`src/hdl/hprm_pkg.sv`:
```
// Shared types and constants for the Hall pulse rpm meter.
// Used by hprm_div and hall_pulse_rpm_meter_unit; no dependencies.
`default_nettype none

package hprm_pkg;

	// Microseconds per minute, the numerator of the speed formula.
	localparam logic [63:0] US_PER_MINUTE = 64'd60000000;
	// Bits needed to hold US_PER_MINUTE.
	localparam int unsigned US_PER_MINUTE_W = 26;

	localparam int unsigned TIMEOUT_W = 32;
	localparam int unsigned MAX_RPM_W = 12;
	localparam int unsigned RPM_W     = 16;
	localparam int unsigned CFG_IDX_W = 1;
	localparam int unsigned CFG_DAT_W = 32;

	localparam logic [TIMEOUT_W-1:0] TIMEOUT_RESET = 32'd500000;
	localparam logic [MAX_RPM_W-1:0] MAX_RPM_RESET = 12'd3000;

	// Configuration register indexes.
	localparam logic [CFG_IDX_W-1:0] REG_TIMEOUT = 1'b0;
	localparam logic [CFG_IDX_W-1:0] REG_MAX_RPM = 1'b1;

	// Item kinds.
	localparam logic ACT_EDGE   = 1'b0;
	localparam logic ACT_SAMPLE = 1'b1;

	typedef enum logic [2:0] {
		ST_IDLE = 3'b001,
		ST_DIV  = 3'b010,
		ST_FIN  = 3'b100
	} state_t;

	// Divider status toward the sequencer.
	typedef struct packed {
		logic busy;
		logic done;
	} div_stat_t;

endpackage

`default_nettype wire

```
`src/hdl/hprm_div.sv`:
```
// Restoring divider, one quotient bit per cycle.
// Depends on hprm_pkg (div_stat_t).
`default_nettype none

module hprm_div #(
	parameter int unsigned N_W = 30,
	parameter int unsigned D_W = 32
) (
	input  wire logic                clk,
	input  wire logic                arst_n,
	input  wire logic                start,
	input  wire logic [N_W-1:0]      numer,
	input  wire logic [D_W-1:0]      denom,
	output logic      [N_W-1:0]      quo,
	output logic                     rem_nz,
	output hprm_pkg::div_stat_t      stat
);
	import hprm_pkg::*;

	localparam int unsigned CNT_W = $clog2(N_W + 1);

	logic [N_W-1:0]   quo_q;
	logic [D_W-1:0]   rem_q;
	logic [D_W-1:0]   den_q;
	logic [CNT_W-1:0] cnt_q;
	logic             busy_q;
	logic             done_q;

	logic [D_W:0]     rem_sh;
	logic [D_W:0]     rem_sub;
	logic             ge;

	assign rem_sh  = {rem_q, quo_q[N_W-1]};
	assign rem_sub = rem_sh - {1'b0, den_q};
	assign ge      = rem_sh >= {1'b0, den_q};

	always_ff @(posedge clk or negedge arst_n) begin
		if (!arst_n) begin
			busy_q <= 1'b0;
			done_q <= 1'b0;
			cnt_q  <= '0;
		end else begin
			done_q <= 1'b0;
			if (start) begin
				busy_q <= 1'b1;
				cnt_q  <= CNT_W'(N_W);
			end else if (busy_q) begin
				cnt_q <= cnt_q - CNT_W'(1);
				if (cnt_q == CNT_W'(1)) begin
					busy_q <= 1'b0;
					done_q <= 1'b1;
				end
			end
		end
	end

	// Payload: shift in one quotient bit per step.
	always_ff @(posedge clk) begin
		if (start) begin
			quo_q <= numer;
			rem_q <= '0;
			den_q <= denom;
		end else if (busy_q) begin
			quo_q <= {quo_q[N_W-2:0], ge};
			rem_q <= ge ? rem_sub[D_W-1:0] : rem_sh[D_W-1:0];
		end
	end

	assign quo       = quo_q;
	assign rem_nz    = |rem_q;
	assign stat.busy = busy_q;
	assign stat.done = done_q;

endmodule

`default_nettype wire

```
`src/hdl/hall_pulse_rpm_meter_unit.sv`:
```
// Hall pulse rpm meter: period measurement and speed sampling.
// Depends on hprm_pkg and hprm_div.
//
// Usage:
//   Input channel (in_valid/in_ready) carries one item: action selects a Hall
//   rising edge (0) or a speed sample (1), time_us is its microsecond stamp,
//   in_control is read on samples only. An edge item updates the last edge
//   time, and the stored period once an earlier edge exists; it gives no
//   result. A sample item gives one result on the output channel
//   (out_valid/out_ready): rpm_q4 is speed in rpm with FRAC_BITS fraction
//   bits, motor_stopped flags a stale or absent edge.
//   Sequencing: an edge item is handled in the idle state. A sample that
//   needs the speed goes from idle through the divide state, where the
//   restoring divider yields one quotient bit per cycle, to the finish
//   state, which writes the output register; the next item is taken once
//   the sequencer is back in idle. A sample reported as stopped, out of
//   control or with no period goes straight to the finish state.
//   in_ready is high only while the sequencer is idle, so one item is in
//   flight at a time.
//   The output register holds a finished result while the receiver stalls;
//   the block keeps taking edge items and starts the next sample meanwhile,
//   and only waits before writing a new result into a full output register.
//   Reset clears the edge stores, drops any pending result and loads
//   timeout_us = 500000 and max_rpm = 3000. Configuration writes
//   (cfg_we/cfg_index/cfg_data) take effect on the next clock edge.
`default_nettype none

module hall_pulse_rpm_meter_unit #(
	parameter int unsigned TIME_BITS = 32,
	parameter int unsigned FRAC_BITS = 4
) (
	input  wire logic                            clk,
	input  wire logic                            arst_n,
	// configuration
	input  wire logic                            cfg_we,
	input  wire logic [hprm_pkg::CFG_IDX_W-1:0]  cfg_index,
	input  wire logic [hprm_pkg::CFG_DAT_W-1:0]  cfg_data,
	// input items
	input  wire logic                            in_valid,
	output logic                                 in_ready,
	input  wire logic                            action,
	input  wire logic [TIME_BITS-1:0]            time_us,
	input  wire logic                            in_control,
	// result items
	output logic                                 out_valid,
	input  wire logic                            out_ready,
	output logic      [hprm_pkg::RPM_W-1:0]      rpm_q4,
	output logic                                 motor_stopped
);
	import hprm_pkg::*;

	// Numerator of the speed quotient: 60e6 scaled by the fraction bits.
	localparam int unsigned NUM_W = US_PER_MINUTE_W + FRAC_BITS;
	localparam logic [NUM_W-1:0] NUMER = NUM_W'(US_PER_MINUTE) << FRAC_BITS;
	// Width for comparing an elapsed time against timeout_us.
	localparam int unsigned CMP_W = (TIME_BITS > TIMEOUT_W) ? TIME_BITS : TIMEOUT_W;

	state_t                 state_q;

	logic [TIMEOUT_W-1:0]   timeout_q;
	logic [MAX_RPM_W-1:0]   max_rpm_q;

	logic [TIME_BITS-1:0]   last_edge_q;
	logic                   edge_valid_q;
	logic [TIME_BITS-1:0]   period_q;

	// Per-sample working state.
	logic                   zero_q;
	logic                   stopped_q;

	// Output register.
	logic                   out_valid_q;
	logic [RPM_W-1:0]       rpm_q;
	logic                   out_stopped_q;

	logic                   accept;
	logic                   is_sample;
	logic [TIME_BITS-1:0]   elapsed;
	logic                   stale;
	logic                   stopped_now;
	logic                   need_div;

	logic                   div_start;
	logic [NUM_W-1:0]       div_quo;
	logic                   div_rem_nz;
	div_stat_t              dstat;

	logic [NUM_W-1:0]       rpm_limit;
	logic                   capped;
	logic                   out_free;

	assign in_ready  = (state_q == ST_IDLE);
	assign accept    = in_valid && in_ready;
	assign is_sample = (action == ACT_SAMPLE);

	// Age of the last edge, wrapping modulo 2^TIME_BITS.
	assign elapsed     = time_us - last_edge_q;
	assign stale       = CMP_W'(elapsed) > CMP_W'(timeout_q);
	assign stopped_now = !edge_valid_q || stale;
	// Divide only when a speed can come out of it.
	assign need_div    = in_control && !stopped_now && (period_q != '0);
	assign div_start   = accept && is_sample && need_div;

	hprm_div #(
		.N_W (NUM_W),
		.D_W (TIME_BITS)
	) u_div (
		.clk    (clk),
		.arst_n (arst_n),
		.start  (div_start),
		.numer  (NUMER),
		.denom  (period_q),
		.quo    (div_quo),
		.rem_nz (div_rem_nz),
		.stat   (dstat)
	);

	// Speed exceeds max_rpm exactly when the scaled quotient passes the
	// scaled limit, or meets it with a nonzero remainder.
	assign rpm_limit = NUM_W'(max_rpm_q) << FRAC_BITS;
	assign capped    = (div_quo > rpm_limit) || ((div_quo == rpm_limit) && div_rem_nz);
	assign out_free  = !out_valid_q || out_ready;

	// Configuration registers.
	always_ff @(posedge clk or negedge arst_n) begin
		if (!arst_n) begin
			timeout_q <= TIMEOUT_RESET;
			max_rpm_q <= MAX_RPM_RESET;
		end else if (cfg_we) begin
			unique case (cfg_index)
				REG_TIMEOUT: timeout_q <= cfg_data[TIMEOUT_W-1:0];
				REG_MAX_RPM: max_rpm_q <= cfg_data[MAX_RPM_W-1:0];
				default: ;
			endcase
		end
	end

	// Edge stores and sequencer.
	always_ff @(posedge clk or negedge arst_n) begin
		if (!arst_n) begin
			state_q      <= ST_IDLE;
			last_edge_q  <= '0;
			edge_valid_q <= 1'b0;
			period_q     <= '0;
		end else begin
			unique case (state_q)
				ST_IDLE: begin
					if (accept && !is_sample) begin
						// Edge: latch period once an earlier edge exists.
						if (edge_valid_q) begin
							period_q <= elapsed;
						end
						last_edge_q  <= time_us;
						edge_valid_q <= 1'b1;
					end else if (accept) begin
						// Sample out of control: drop both stores.
						if (!in_control) begin
							last_edge_q  <= '0;
							edge_valid_q <= 1'b0;
							period_q     <= '0;
						end
						state_q <= need_div ? ST_DIV : ST_FIN;
					end
				end
				ST_DIV: begin
					if (dstat.done) begin
						state_q <= ST_FIN;
					end
				end
				ST_FIN: begin
					if (out_free) begin
						state_q <= ST_IDLE;
					end
				end
				default: state_q <= ST_IDLE;
			endcase
		end
	end

	// Hold the sample's flags while the divider runs.
	always_ff @(posedge clk) begin
		if (accept && is_sample) begin
			zero_q    <= !need_div;
			stopped_q <= stopped_now;
		end
	end

	// Output register: advance when the slot is free, drop on take.
	always_ff @(posedge clk or negedge arst_n) begin
		if (!arst_n) begin
			out_valid_q <= 1'b0;
		end else if (state_q == ST_FIN && out_free) begin
			out_valid_q <= 1'b1;
		end else if (out_ready) begin
			out_valid_q <= 1'b0;
		end
	end

	always_ff @(posedge clk) begin
		if (state_q == ST_FIN && out_free) begin
			rpm_q         <= (zero_q || capped) ? '0 : div_quo[RPM_W-1:0];
			out_stopped_q <= stopped_q;
		end
	end

	assign out_valid     = out_valid_q;
	assign rpm_q4        = rpm_q;
	assign motor_stopped = out_stopped_q;

	// The divider only runs while the sequencer waits for it.
	a_div_owned: assert property (@(posedge clk) disable iff (!arst_n)
		dstat.busy |-> (state_q == ST_DIV))
		else $error("divider busy outside ST_DIV");

	// The sequencer never waits on a divider that is not running.
	a_div_alive: assert property (@(posedge clk) disable iff (!arst_n)
		(state_q == ST_DIV) |-> (dstat.busy || dstat.done))
		else $error("ST_DIV with idle divider");

	// A stopped motor always reports zero speed.
	a_stopped_zero: assert property (@(posedge clk) disable iff (!arst_n)
		(out_valid && motor_stopped) |-> (rpm_q4 == '0))
		else $error("nonzero rpm with motor stopped");

endmodule

`default_nettype wire
```
`config.mk`:
```
export PLATFORM = sky130hd
export DESIGN_NAME = hall_pulse_rpm_meter_unit
export DESIGN_NICKNAME = d
export VERILOG_FILES = /design/src/hdl/hprm_pkg.sv /design/src/hdl/hprm_div.sv /design/src/hdl/hall_pulse_rpm_meter_unit.sv
export SDC_FILE = /design/constraint.sdc
export NUM_CORES = 1
export LEC_CHECK = 0
export BUFFER_PORTS_ARGS = -buffer_cell sky130_fd_sc_hd__buf_4
export CORE_ASPECT_RATIO = 0.5
export CORE_MARGIN = 2
export CORE_UTILIZATION = 55
export CTS_CLUSTER_SIZE = 10
export DETAILED_ROUTE_END_ITERATION = 7
export PLACE_DENSITY = 0.74
export SYNTH_ARGS = -nofsm -noshare
export SYNTH_HDL_FRONTEND = slang
export SYNTH_SLANG_ARGS = --single-unit
export TNS_END_PERCENT = 20
```
`constraint.sdc`:
```
create_clock -name clk -period 6.31 [get_ports clk]
set_clock_uncertainty 0.15 [all_clocks]
set_input_delay 1.262 -clock clk [delete_from_list [all_inputs] [get_ports clk]]
set_output_delay 1.262 -clock clk [all_outputs]
set_load 0.02 [all_outputs]
```
==> results <==
- The flow ran to the end, and the final reports show no timing, DRC or antenna violations.
- The final number of max-transition violations is 0.
- The final layout contains routed wiring with a total length of 32.34 mm.
- Once detail routing completed, the nets flagged for antenna violations numbered 0.
- The number of buffers inserted to repair setup after CTS is 0.
- The startpoint identified for the worst register-to-register timing path is last_edge_q[0]$_DFFE_PN0P_.
- The horizontal extent of the die is 224.4 um.
- The ratio of routed vias to standard cells is 5.888.
- The H-tree depth is 1.
- The cell count after synthesis is 1382.
- From synthesis to final layout, the design area changed by 12.52%.
- After clock tree synthesis, the clock-pin slew on the worst setup and hold paths is 0.06 ns.
- The number of flops mapped to enable cells by yosys is 51.
- The critical path class is input pin to flop.
- After synthesis the cells add up to 13360 um2.
- The critical path buffer and inverter count is 5.
- For this run, the slowest stage of the critical path takes 0.40 ns.
- The post-synthesis cell type count is 78.
- During synthesis, Yosys emitted a total of 0 warnings.
- The largest net degree at the start of global routing is 79.
- Based on the critical path, the design can be clocked at up to 172.5 MHz.
- Hold repair after CTS inserted 0 buffers.
- The average detailed-routed wire length per instance is 18.09 um.
- The ratio of cells with drive above 1 in the final layout is 0.1236.
- For this design, the sink count on the clock tree is 233.
- The power density over the cells is 495.2 nW/um2.
- The launch point of the worst path is time_us[0].
- The final HPWL from detailed placement is 23.81 mm.
- The most common library cell in the layout ignoring fill and taps is sky130_fd_sc_hd__inv_1.
- The filler cell count in the final layout is 1952.
- Setup repair after global routing left no endpoint under its margin.
- In this run the standard cell core region covers 23920 um2.
- The number of nets in the final layout is 1635.
- The maximum root-to-sink buffer count is 3.
- The via total after detailed routing is 10.53k.
- The number of antenna violations at the first check in global routing is 0.
- The CTS tree is yes.
- The average cell area after synthesis is 9.665 um2.
- The arrival time reported for the critical path endpoint is 5.86 ns.
- The proportion of synthesized flip-flops having asynchronous set or reset is 0.5150.
- The count of state elements after synthesis is 233.
- The total clock buffers created by CTS is 27.
- The post-place setup slack is -0.05355 ns.
- The worst setup path is captured at a flop.
- The share of the yosys chip area belonging to registers is 0.4338.
- The vertical extent of the die is 114.2 um.
- The number of nets in the synthesized netlist is 1565.
- The number of detailed-routing iterations run before antenna repair is 7.
- In this run, the number of DRC markers left after iteration 0 of detailed routing was 900.
- Leaving out fill and tap cells, the most frequent cells in the layout are sky130_fd_sc_hd__inv_1, sky130_fd_sc_hd__nand2_1, sky130_fd_sc_hd__ha_1.
- The critical path launch point type is an input pin.
- The startpoint of the lowest-slack hold path is stopped_q$_DFFE_PP_.
- The smallest setup slack after layout is 0.5138 ns.
- The row count is 40.
- The initial utilization of the core area, before any placement, comes to 0.5583.
- The via count of the first global-routing pass was 9907.
- The first global-routing pass estimated 52.68 mm of wire.
- The count of maximum capacitance violations is 0.
- Port buffering added 90 buffers.
- The die area is 25620 um2.
- The leading register cell type out of synthesis is sky130_fd_sc_hd__dfrtp_1.
- In this run the tightest slew margin relative to its limit is 0.2267.
- The clock period could shrink to 5.796 ns.
- The routability-driven placement congestion ratio is 0.9543.
- The analysis attributes to cell leakage a power of 6.978 nW.
- For this design the top-level I/O count stands at 91.
- The kind of cell with the highest combined delay on the critical path is compound AO/OA/AOI/OAI gates.
- In the routed design, unresolved DRC markers number 0.
- At the later pin of the worst-skew pair, clock insertion delay measures 0.55 ns.
- The total global routing track utilization is 0.2566.
- The slowest stage of the critical path belongs to the cell sky130_fd_sc_hd__fa_1.
- At the end of the flow the core is filled with cells to 0.6282.
- Data on the critical path is required at its endpoint by 6.37 ns.
- Along the worst path, the maximum fanout reaches 69.
- The post-route setup TNS is 0 ns.
- The classification of the worst-slack hold path is flop to flop.
- Setup violations remaining at the end of the flow were counted as 0.
- The actual slew at the worst max-slew pin is 1.160 ns.
- The worst-case IR drop observed on VDD is 234.9 uV.
- The final number of hold-violating endpoints is 0.
- The antenna diode instance count is 0.
- The final critical-path share of the clock period is 0.9186.
- The clock root buffer is sky130_fd_sc_hd__clkbuf_16.
- Gates resized during post-CTS repair numbered 0.
- The total overflow reported by the global router is 0.
- The signal on the critical path passes through buf_4 > inv_1 > ha_1 > inv_1 > fa_1 > a21o_1 > a21oi_1 > nor2b_1 > a21oi_1 > a211oi_1 > o21ai_0 > o21ai_0 > xor2_1 > ha_1 > a21o_1 > a21o_1 > a21oi_1 > o21ai_0 > a2111o_1 > o211ai_1 > nand2_1 > inv_2 > buf_12.
-- kinds of logic (layout without fill, tap and decap cells) --
kind of cell,count (synthesis),after routing,share of synthesized area
DFF,233,233,0.4338
muxes,47,47,0.03644
and+or+nand+nor,350,350,0.1277
buffers and inverters,190,281,0.05770
AOI/OAI and AO/OA,393,393,0.2012
adders and majority gates,111,111,0.1051
xor gates and xnor gates,58,58,0.03803
-- Yosys cell counts, types with 16 or more instances --
cell | number | area (um2)
sky130_fd_sc_hd__inv_1 | 128 | 480.5
sky130_fd_sc_hd__nand2_1 | 114 | 427.9
sky130_fd_sc_hd__ha_1 | 109 | 1364
sky130_fd_sc_hd__dfrtp_1 | 105 | 2628
sky130_fd_sc_hd__o21ai_0 | 87 | 435.4
sky130_fd_sc_hd__nor2_1 | 83 | 311.6
sky130_fd_sc_hd__a21oi_1 | 77 | 385.4
sky130_fd_sc_hd__a22o_1 | 62 | 543.0
sky130_fd_sc_hd__dfxtp_1 | 62 | 1241
sky130_fd_sc_hd__a21o_1 | 53 | 397.9
sky130_fd_sc_hd__edfxtp_1 | 51 | 1531
sky130_fd_sc_hd__clkbuf_1 | 39 | 146.4
sky130_fd_sc_hd__xnor2_1 | 36 | 315.3
sky130_fd_sc_hd__mux2i_1 | 34 | 340.3
sky130_fd_sc_hd__nand4_1 | 25 | 156.4
sky130_fd_sc_hd__o211ai_1 | 25 | 187.7
sky130_fd_sc_hd__and2_1 | 22 | 137.6
sky130_fd_sc_hd__xor2_1 | 22 | 192.7
sky130_fd_sc_hd__nor4_1 | 19 | 118.9
sky130_fd_sc_hd__nand3_1 | 16 | 80.08
-- metrics by stage --
stage	instance area, um2	cells	hold WS, ns	power [W]
after CTS	15030	1788	0.2784	0.007419
final	15030	1788	0.2714	0.007442
after global placement	14260	1738	0.2573	0.005848
after global routing	15030	1788	0.3022	0.008017
after floorplan	13360	1382	0.2503	0.005149
after detailed placement	14260	1738	0.2616	0.005984
-- report_power, final --
part | switching [W] | total [W] | internal, W
Clock | 0.000599 | 0.00140 | 0.000802
Sequential | 0.000429 | 0.00247 | 0.00204
Combinational | 0.00201 | 0.00357 | 0.00156
-- registers in the layout, indices dropped and copies added, names as in the netlist, 3 cells and up --
name         cells
timeout_q       32
u_div.rem_q     32
last_edge_q     32
u_div.den_q     32
u_div.quo       30
rpm_q4          16
max_rpm_q       12
state_q          3
period_q        32
u_div.cnt_q      5
-- area by class of cell --
cell class / count / area, um2 / share of cell area
multi-input cells: 959 / 6802 / 0.4526
well taps: 315 / 394.1 / 0.02623
clock inverters: 2 / 17.52 / 0.001166
inverters: 129 / 484.2 / 0.03222
repair buffers: 102 / 778.2 / 0.05179
clock buffers: 48 / 754.5 / 0.05020
flip-flops and latches: 233 / 5798 / 0.3858
-- routing by layer --
metal  wire (um)  up-vias  track usage
met5           0        -            0
met3        1989       45      0.04414
li1            -     5110            -
met1       16430     5095       0.4030
met4         607        0      0.05121
met2       13310      278       0.3703
-- worst reg2reg max path, stage by stage, from the launching register on --
cell                       delay, ns
sky130_fd_sc_hd__dfrtp_1        0.35
sky130_fd_sc_hd__ha_1           0.17
sky130_fd_sc_hd__inv_1          0.06
sky130_fd_sc_hd__fa_1           0.40
sky130_fd_sc_hd__a21o_1         0.19
sky130_fd_sc_hd__a21oi_1        0.22
sky130_fd_sc_hd__nor2b_1        0.10
sky130_fd_sc_hd__a21oi_1        0.31
sky130_fd_sc_hd__a211oi_1       0.14
sky130_fd_sc_hd__o21ai_0        0.32
sky130_fd_sc_hd__o21ai_0        0.19
sky130_fd_sc_hd__xor2_1         0.20
sky130_fd_sc_hd__ha_1           0.21
sky130_fd_sc_hd__a21o_1         0.17
sky130_fd_sc_hd__a21o_1         0.16
sky130_fd_sc_hd__a21oi_1        0.12
sky130_fd_sc_hd__o21ai_0        0.12
sky130_fd_sc_hd__a2111o_1       0.39
sky130_fd_sc_hd__o211ai_1       0.40
sky130_fd_sc_hd__nand2_1        0.15
sky130_fd_sc_hd__inv_2          0.11
sky130_fd_sc_hd__buf_12         0.29
-- worst paths after layout --
path / end / slack, ns / cells after the start
max: u_div.den_q[0]$_DFFE_PP_ / 0.51 / 23
min: motor_stopped$_DFFE_PP_ / 0.27 / 0
max reg2reg: u_div.den_q[0]$_DFFE_PP_ / 1.04 / 21
min reg2reg: motor_stopped$_DFFE_PP_ / 0.27 / 0
max in group asynchronous: u_div.busy_q$_DFF_PN0_ / 4.01 / 2
min in group asynchronous: last_edge_q[3]$_DFFE_PN0P_ / 0.73 / 1
No activity file was read; power rests on OpenSTA's default activity.
